==> src/rtl/sdofm_pkg.sv <==
package sdofm_pkg;

  localparam int QueueDepth = 4;

  localparam logic [3:0] FrameLast = 4'd9;

  localparam logic [2:0] CMD_READ  = 3'd0;
  localparam logic [2:0] CMD_WR8   = 3'd1;
  localparam logic [2:0] CMD_WR16  = 3'd2;
  localparam logic [2:0] CMD_WR32  = 3'd3;
  localparam logic [2:0] CMD_RXB   = 3'd4;

  localparam logic [7:0] CODE_READ   = 8'h40;
  localparam logic [7:0] CODE_WR8    = 8'h2F;
  localparam logic [7:0] CODE_WR16   = 8'h2B;
  localparam logic [7:0] CODE_WR32   = 8'h23;
  localparam logic [7:0] CODE_WR_OK  = 8'h60;
  localparam logic [7:0] CODE_RD32   = 8'h43;
  localparam logic [7:0] CODE_RD16   = 8'h4B;
  localparam logic [7:0] CODE_RD8    = 8'h4F;

  localparam logic [1:0] ST_OK      = 2'd0;
  localparam logic [1:0] ST_WR_REJ  = 2'd1;
  localparam logic [1:0] ST_RD_BAD  = 2'd2;

  localparam logic [1:0] RW_NONE = 2'd0;
  localparam logic [1:0] RW_BYTE = 2'd1;
  localparam logic [1:0] RW_HALF = 2'd2;
  localparam logic [1:0] RW_WORD = 2'd3;

  localparam logic KIND_TX  = 1'b0;
  localparam logic KIND_CPL = 1'b1;

  // one queued job: a whole frame to send, or an exchange completion
  typedef struct packed {
    logic        kind;
    logic [7:0]  node;
    logic [7:0]  code;
    logic [15:0] index;
    logic [7:0]  sub;
    logic [31:0] data;
    logic [7:0]  chk;
    logic [1:0]  status;
    logic [1:0]  rwidth;
  } job_t;

endpackage

==> src/rtl/sdofm_front.sv <==
module sdofm_front (
  input  logic              clk,
  input  logic              rst_n,
  input  logic              in_tvalid,
  output logic              in_tready,
  input  logic [71:0]       in_tdata,
  input  logic [2:0]        in_tuser,
  output logic              push,
  output sdofm_pkg::job_t   push_job,
  input  logic              q_full
);

  localparam logic [1:0] PEND_NONE  = 2'd0;
  localparam logic [1:0] PEND_READ  = 2'd1;
  localparam logic [1:0] PEND_WRITE = 2'd2;

  logic [1:0]  pend_r, pend_nxt;
  logic [3:0]  cnt_r, cnt_nxt;
  logic [7:0]  code_r, code_nxt;
  logic [31:0] data_r, data_nxt;

  logic        acc, is_req, is_rx, rx_done;
  logic [2:0]  cmd;
  logic [7:0]  node, sub, rxb, fcode, sum;
  logic [15:0] idx;
  logic [31:0] wval, fdata;
  sdofm_pkg::job_t frame_job, cpl_job;

  assign in_tready = !q_full;
  assign acc       = in_tvalid && in_tready;
  assign cmd       = in_tuser;
  assign node      = in_tdata[7:0];
  assign idx       = in_tdata[23:8];
  assign sub       = in_tdata[31:24];
  assign wval      = in_tdata[63:32];
  assign rxb       = in_tdata[71:64];

  assign is_req  = (cmd <= sdofm_pkg::CMD_WR32);
  assign is_rx   = (cmd == sdofm_pkg::CMD_RXB) && (pend_r != PEND_NONE);
  assign rx_done = is_rx && (cnt_r == sdofm_pkg::FrameLast);

  always_comb begin
    unique case (cmd)
      sdofm_pkg::CMD_READ: begin
        fcode = sdofm_pkg::CODE_READ;
        fdata = '0;
      end
      sdofm_pkg::CMD_WR8: begin
        fcode = sdofm_pkg::CODE_WR8;
        fdata = {24'd0, wval[7:0]};
      end
      sdofm_pkg::CMD_WR16: begin
        fcode = sdofm_pkg::CODE_WR16;
        fdata = {16'd0, wval[15:0]};
      end
      default: begin
        fcode = sdofm_pkg::CODE_WR32;
        fdata = wval;
      end
    endcase
  end

  assign sum = node + fcode + idx[7:0] + idx[15:8] + sub
             + fdata[7:0] + fdata[15:8] + fdata[23:16] + fdata[31:24];

  always_comb begin
    frame_job        = '0;
    frame_job.kind   = sdofm_pkg::KIND_TX;
    frame_job.node   = node;
    frame_job.code   = fcode;
    frame_job.index  = idx;
    frame_job.sub    = sub;
    frame_job.data   = fdata;
    frame_job.chk    = 8'd0 - sum;
  end

  always_comb begin
    cpl_job      = '0;
    cpl_job.kind = sdofm_pkg::KIND_CPL;
    if (pend_r == PEND_WRITE) begin
      cpl_job.status = (code_r == sdofm_pkg::CODE_WR_OK) ? sdofm_pkg::ST_OK
                                                         : sdofm_pkg::ST_WR_REJ;
    end else begin
      unique case (code_r)
        sdofm_pkg::CODE_RD32: begin
          cpl_job.data   = data_r;
          cpl_job.rwidth = sdofm_pkg::RW_WORD;
        end
        sdofm_pkg::CODE_RD16: begin
          cpl_job.data   = {16'd0, data_r[15:0]};
          cpl_job.rwidth = sdofm_pkg::RW_HALF;
        end
        sdofm_pkg::CODE_RD8: begin
          cpl_job.data   = {24'd0, data_r[7:0]};
          cpl_job.rwidth = sdofm_pkg::RW_BYTE;
        end
        default: cpl_job.status = sdofm_pkg::ST_RD_BAD;
      endcase
    end
  end

  assign push     = acc && (is_req || rx_done);
  assign push_job = is_req ? frame_job : cpl_job;

  always_comb begin
    pend_nxt = pend_r;
    cnt_nxt  = cnt_r;
    code_nxt = code_r;
    data_nxt = data_r;
    if (acc && is_req) begin
      pend_nxt = (cmd == sdofm_pkg::CMD_READ) ? PEND_READ : PEND_WRITE;
      cnt_nxt  = '0;
      code_nxt = '0;
      data_nxt = '0;
    end else if (acc && rx_done) begin
      pend_nxt = PEND_NONE;
      cnt_nxt  = '0;
      code_nxt = '0;
      data_nxt = '0;
    end else if (acc && is_rx) begin
      cnt_nxt = cnt_r + 4'd1;
      case (cnt_r)
        4'd1: code_nxt = rxb;
        4'd5: data_nxt[7:0]   = rxb;
        4'd6: data_nxt[15:8]  = rxb;
        4'd7: data_nxt[23:16] = rxb;
        4'd8: data_nxt[31:24] = rxb;
        default: ;
      endcase
    end
  end

  always_ff @(posedge clk) begin
    if (!rst_n) begin
      pend_r <= PEND_NONE;
      cnt_r  <= '0;
      code_r <= '0;
      data_r <= '0;
    end else begin
      pend_r <= pend_nxt;
      cnt_r  <= cnt_nxt;
      code_r <= code_nxt;
      data_r <= data_nxt;
    end
  end

endmodule

==> src/rtl/sdofm_queue.sv <==
module sdofm_queue #(
  parameter int DEPTH = sdofm_pkg::QueueDepth
) (
  input  logic             clk,
  input  logic             rst_n,
  input  logic             push,
  input  sdofm_pkg::job_t  push_job,
  output logic             full,
  input  logic             pop,
  output logic             head_valid,
  output sdofm_pkg::job_t  head_job
);

  localparam int PW = (DEPTH > 1) ? $clog2(DEPTH) : 1;
  localparam int CW = $clog2(DEPTH + 1);

  sdofm_pkg::job_t mem_r [DEPTH];
  logic [PW-1:0] wp_r, wp_nxt, rp_r, rp_nxt;
  logic [CW-1:0] cnt_r, cnt_nxt;
  logic          do_push, do_pop;

  assign full       = (cnt_r == CW'(DEPTH));
  assign head_valid = (cnt_r != '0);
  assign head_job   = mem_r[rp_r];
  assign do_push    = push && !full;
  assign do_pop     = pop && head_valid;

  always_comb begin
    wp_nxt  = wp_r;
    rp_nxt  = rp_r;
    cnt_nxt = cnt_r;
    if (do_push) begin
      wp_nxt = (wp_r == PW'(DEPTH - 1)) ? '0 : wp_r + PW'(1);
    end
    if (do_pop) begin
      rp_nxt = (rp_r == PW'(DEPTH - 1)) ? '0 : rp_r + PW'(1);
    end
    if (do_push && !do_pop) begin
      cnt_nxt = cnt_r + CW'(1);
    end else if (do_pop && !do_push) begin
      cnt_nxt = cnt_r - CW'(1);
    end
  end

  always_ff @(posedge clk) begin
    if (do_push) begin
      mem_r[wp_r] <= push_job;
    end
  end

  always_ff @(posedge clk) begin
    if (!rst_n) begin
      wp_r  <= '0;
      rp_r  <= '0;
      cnt_r <= '0;
    end else begin
      wp_r  <= wp_nxt;
      rp_r  <= rp_nxt;
      cnt_r <= cnt_nxt;
    end
  end

endmodule

==> src/rtl/sdofm_back.sv <==
module sdofm_back (
  input  logic              clk,
  input  logic              rst_n,
  input  logic              head_valid,
  input  sdofm_pkg::job_t   head_job,
  output logic              pop,
  output logic              out_tvalid,
  input  logic              out_tready,
  output logic [47:0]       out_tdata,
  output logic [0:0]        out_tuser,
  output logic              out_tlast
);

  logic        ov_r;
  logic [3:0]  bi_r, bi_nxt;
  logic        kind_r, last_r;
  logic [7:0]  byte_r;
  logic [1:0]  status_r, width_r;
  logic [31:0] value_r;
  logic        load, is_cpl, end_job;
  logic [7:0]  fbyte;

  assign load    = head_valid && (!ov_r || out_tready);
  assign is_cpl  = (head_job.kind == sdofm_pkg::KIND_CPL);
  assign end_job = is_cpl || (bi_r == sdofm_pkg::FrameLast);
  assign pop     = load && end_job;

  always_comb begin
    case (bi_r)
      4'd0: fbyte = head_job.node;
      4'd1: fbyte = head_job.code;
      4'd2: fbyte = head_job.index[7:0];
      4'd3: fbyte = head_job.index[15:8];
      4'd4: fbyte = head_job.sub;
      4'd5: fbyte = head_job.data[7:0];
      4'd6: fbyte = head_job.data[15:8];
      4'd7: fbyte = head_job.data[23:16];
      4'd8: fbyte = head_job.data[31:24];
      default: fbyte = head_job.chk;
    endcase
  end

  always_comb begin
    bi_nxt = bi_r;
    if (load) begin
      bi_nxt = end_job ? 4'd0 : bi_r + 4'd1;
    end
  end

  always_ff @(posedge clk) begin
    if (!rst_n) begin
      ov_r <= 1'b0;
      bi_r <= '0;
    end else begin
      bi_r <= bi_nxt;
      if (load) begin
        ov_r <= 1'b1;
      end else if (out_tready) begin
        ov_r <= 1'b0;
      end
    end
  end

  always_ff @(posedge clk) begin
    if (load) begin
      kind_r <= head_job.kind;
      if (is_cpl) begin
        byte_r   <= '0;
        last_r   <= 1'b0;
        status_r <= head_job.status;
        value_r  <= head_job.data;
        width_r  <= head_job.rwidth;
      end else begin
        byte_r   <= fbyte;
        last_r   <= (bi_r == sdofm_pkg::FrameLast);
        status_r <= sdofm_pkg::ST_OK;
        value_r  <= '0;
        width_r  <= sdofm_pkg::RW_NONE;
      end
    end
  end

  assign out_tvalid = ov_r;
  assign out_tdata  = {4'd0, width_r, value_r, status_r, byte_r};
  assign out_tuser  = kind_r;
  assign out_tlast  = last_r;

endmodule

==> src/rtl/sdo_serial_frame_master.sv <==
// Path: the first frame byte or a completion word passes the job queue and then the
//   output register before it shows on out_tvalid.
// Throughput: a request sends a ten-byte frame, one frame byte per cycle while
//   out_tready is high; received bytes are taken one per cycle until the job queue fills.
// Reset: rst_n synchronous, active low; clears pending exchange, queue and output.
module sdo_serial_frame_master #(
  parameter int QUEUE_DEPTH = sdofm_pkg::QueueDepth
) (
  input  logic        clk,
  input  logic        rst_n,
  input  logic        in_tvalid,
  output logic        in_tready,
  input  logic [71:0] in_tdata,   // node_id, object_index, object_subindex, write_value, rx_byte
  input  logic [2:0]  in_tuser,   // command
  output logic        out_tvalid,
  input  logic        out_tready,
  output logic [47:0] out_tdata,  // tx_byte, status, read_value, read_width, zero pad
  output logic [0:0]  out_tuser,  // result_kind
  output logic        out_tlast
);

  logic            push, q_full, pop, head_valid;
  sdofm_pkg::job_t push_job, head_job;

  sdofm_front u_front (
    .clk       (clk),
    .rst_n     (rst_n),
    .in_tvalid (in_tvalid),
    .in_tready (in_tready),
    .in_tdata  (in_tdata),
    .in_tuser  (in_tuser),
    .push      (push),
    .push_job  (push_job),
    .q_full    (q_full)
  );

  sdofm_queue #(
    .DEPTH (QUEUE_DEPTH)
  ) u_queue (
    .clk        (clk),
    .rst_n      (rst_n),
    .push       (push),
    .push_job   (push_job),
    .full       (q_full),
    .pop        (pop),
    .head_valid (head_valid),
    .head_job   (head_job)
  );

  sdofm_back u_back (
    .clk        (clk),
    .rst_n      (rst_n),
    .head_valid (head_valid),
    .head_job   (head_job),
    .pop        (pop),
    .out_tvalid (out_tvalid),
    .out_tready (out_tready),
    .out_tdata  (out_tdata),
    .out_tuser  (out_tuser),
    .out_tlast  (out_tlast)
  );

endmodule
==> config.mk <==
export PLATFORM = sky130hd
export DESIGN_NAME = sdo_serial_frame_master
export DESIGN_NICKNAME = d
export VERILOG_FILES = /design/src/rtl/sdofm_pkg.sv /design/src/rtl/sdofm_front.sv /design/src/rtl/sdofm_queue.sv /design/src/rtl/sdofm_back.sv /design/src/rtl/sdo_serial_frame_master.sv
export SDC_FILE = /design/constraint.sdc
export NUM_CORES = 1
export LEC_CHECK = 0
export BUFFER_PORTS_ARGS = -buffer_cell sky130_fd_sc_hd__buf_4
export CAP_MARGIN = 25
export CORE_MARGIN = 2
export CORE_UTILIZATION = 50
export DETAILED_ROUTE_END_ITERATION = 6
export PLACE_DENSITY = 0.69
export SYNTH_ARGS = -nofsm -noshare
export SYNTH_HDL_FRONTEND = slang
export SYNTH_HIERARCHICAL = 1
export SYNTH_SLANG_ARGS = --single-unit
export TNS_END_PERCENT = 100
==> constraint.sdc <==
create_clock -name clk -period 10.5 [get_ports clk]
set_input_delay 0.525 -clock clk [delete_from_list [all_inputs] [get_ports clk]]
set_output_delay 0.525 -clock clk [all_outputs]
set_load 0.01 [all_outputs]
==> results_dict.tcl <==
set metrics [dict create \
    ys.flop_type "edfxtp_1" \
    root_buffer "clkbuf_16" \
    timing.max_cap.violations 0 \
    drt_iter0_markers 1095 \
    critPathKind "input port to flip-flop" \
    first_global_vias 10800 \
    instances_no_fill 1861 \
    synthArstFlopShare_pct 0 \
    drive_above_1_share_pct 23.2 \
    synth_top_area_share_pct 59.2 \
    syn_area_per_cell_um2 16.5 \
    cts.path.max_buffers 3 \
    cts-resized-gates 0 \
    gp_congestion 0.898 \
    hold_path.class "input port to flip-flop" \
    cts.sinks 446 \
    synth_cell_types 66 \
    yosysMostFrequentCell "edfxtp_1" \
    tns_ns 0 \
    finish.instance_area_um2 22400 \
    fin_nets 1459 \
    netlist_top_cells_count "edfxtp_1, nor2_1, mux4_2, dfxtp_1, inv_1" \
    die_area_um2 40800 \
    status "finished, final reports clean" \
    routed_via_density 5.78 \
    ys_seq_area_share_pct 65.3 \
    clock.fmax_mhz 166 \
    insertion_delay_ns 0.57 \
    drc_errors 0 \
    whs_endpoint "u_front/data_r[7]" \
    required_ns 10.87 \
    maxSlewHeadroom_pct 29.6 \
    vias 10800 \
    routed_wl_mm 47.3 \
    yosysWarningCount 6 \
    cts_tree "done" \
    peakVddDrop_uv 153 \
    period_needed_ns 6.03 \
    p_total_uw 5660 \
    h-tree-depth 2 \
    grt_max_degree 73 \
    pin_count 131 \
    p_leak_uw 0.00797 \
    r2r_cells 11 \
    grt.overflow.total 0 \
    syn-instance-count 1186 \
    syn_area_um2 19600 \
    setup_violations 0 \
    skew_ns 0.0117 \
    ys_ff_latch 446 \
    num_rows 72 \
    routedWlPerCell_um 25.4 \
    cts_hold_buf 0 \
    cts_made_buffers 46 \
    power_density_nw_per_um2 253 \
    start_util_pct 50.7 \
    utilization_pct 58.0 \
    core_um2 38600 \
    finalHoldViolCount 0 \
    drv_slew 0 \
    start_kind "input port" \
    io_buffers 126 \
    synth_top_cell_by_area "edfxtp_1" \
    worstHoldStart "in_tdata[71]" \
    rsz0062_at_grt "no" \
    arrival_ns 6.40 \
    worst_slew_pin_slew_ns 1.06 \
    hpwl_mm 32.4 \
    path_max_fanout 72 \
    die_h_um 202 \
    r2r_setup_slack_ns 6.95 \
    gr-usage-all-layers_pct 23.5 \
    die_x_um 202 \
    drt_first_pass_iters 5 \
    synth_edf_count 386 \
    dp_cells 1776 \
    post-route-period-util_pct 57.4 \
    grt_antenna_before_repair 2 \
    reg2reg_to "u_queue/cnt_r[2]" \
    clkTransAtPathRegs_ns 0.06 \
    dpl-instance-area_um2 20900 \
    postCtsSetupBuffers 0 \
    area_growth_syn_to_layout_pct 14.4 \
    antenna_left 0 \
    ys_top_cells_by_area "edfxtp_1, mux4_2, dfxtp_1, fa_1, mux2i_1" \
    worstSetupEndpointType "flip-flop" \
    holdPathStages 3 \
    grt_pass1_wl_mm 69.4 \
]
## where the power goes
part	internal (uW)	total [uW]	leakage [uW]	switching (uW)
logic	730	1660	0.00315	934
clock network	991	1640	0.000750	650
registers	2280	2350	0.00407	77.3
total	4000	5660	0.00797	1660
## metrics by stage
stage	setup WS, ns	hold slack (ns)
3_3_place_gp	4.11	0.472
3_5_place_dp	3.93	0.482
5_1_grt	4.09	0.259
4_1_cts	4.52	0.228
6_report	4.47	0.251
2_1_floorplan	4.93	0.452
## state kept, by name, indices dropped and copies added, names as in the netlist, named ones only
register	flops
u_front/code_r	8
u_back/width_r	2
u_back/out_tlast	1
u_back/byte_r	8
u_queue/rp_r	2
u_queue/mem_r	340
u_back/out_tuser	1
u_back/bi_r	4
u_queue/cnt_r	3
u_back/status_r	2
u_back/out_tvalid	1
u_front/cnt_r	4
u_queue/wp_r	2
u_back/value_r	32
u_front/pend_r	2
u_front/data_r	32
## cell type report
| cell class | count | area (um^2) |
|---|---|---|
| Fill cell | 2984 | 16200 |
| Sequential cell | 446 | 12800 |
| Multi-Input combinational cell | 613 | 6120 |
| Clock buffer | 61 | 1300 |
| Timing Repair Buffer | 141 | 1070 |
| Tap cell | 518 | 648 |
| Clock inverter | 22 | 236 |
| Inverter | 59 | 221 |
| Antenna cell | 1 | 2.50 |
## layout by cell type, fill, tap and decap left out, types with 44 or more instances in the layout
cell,instances
and2_1,47
mux4_2,85
edfxtp_1,386
dfxtp_1,58
inv_1,58
nand2_1,44
mux2i_1,47
buf_4,139
nor2_1,95
clkbuf_16,49
## metal layers
metal	global-route usage, %	vias to the layer above	share of wire, %
li1	-	4709	-
met1	32.6	5451	40
met2	37.0	516	48
met3	4.80	81	8.4
met4	9.24	2	3.5
met5	0	-	0.027
## critical path: stages
cell	delay [ns]
buf_4	0.60
inv_1	0.38
nand2_1	0.49
nand2_1	0.18
fa_1	0.51
fa_1	0.54
fa_1	0.44
fa_1	0.54
inv_1	0.06
fa_1	0.52
inv_1	0.04
ha_1	0.34
a211oi_1	0.32
o21bai_1	0.14
a21oi_1	0.15
xnor3_1	0.39
nor2_1	0.20
## logic make-up after synthesis
group	Yosys count	synth area share (%)
AND/OR/NAND/NOR	261	6.68
adder cells (fa/ha/maj)	74	6.29
flip-flops	446	65.3
AO/OA/AOI/OAI	112	4.46
XOR/XNOR	27	1.42
other	2	0.0384
buffers and inverters	131	3.55
multiplexers	133	12.2
## worst max path at each step
stage / from / cells after the start / end / slack (ns)
global route: in_tuser[2] / 17 / u_queue/mem_r[2][11] / 4.09
global placement: in_tuser[2] / 17 / u_queue/mem_r[0][11] / 4.11
finish: in_tuser[2] / 17 / u_queue/mem_r[2][11] / 4.47
CTS: in_tuser[2] / 17 / u_queue/mem_r[1][11] / 4.52
floorplan: in_tuser[2] / 17 / u_queue/mem_r[0][11] / 4.93
detailed placement: in_tuser[2] / 17 / u_queue/mem_r[1][11] / 3.93
Note: power is estimated with default switching activity, not from simulation.
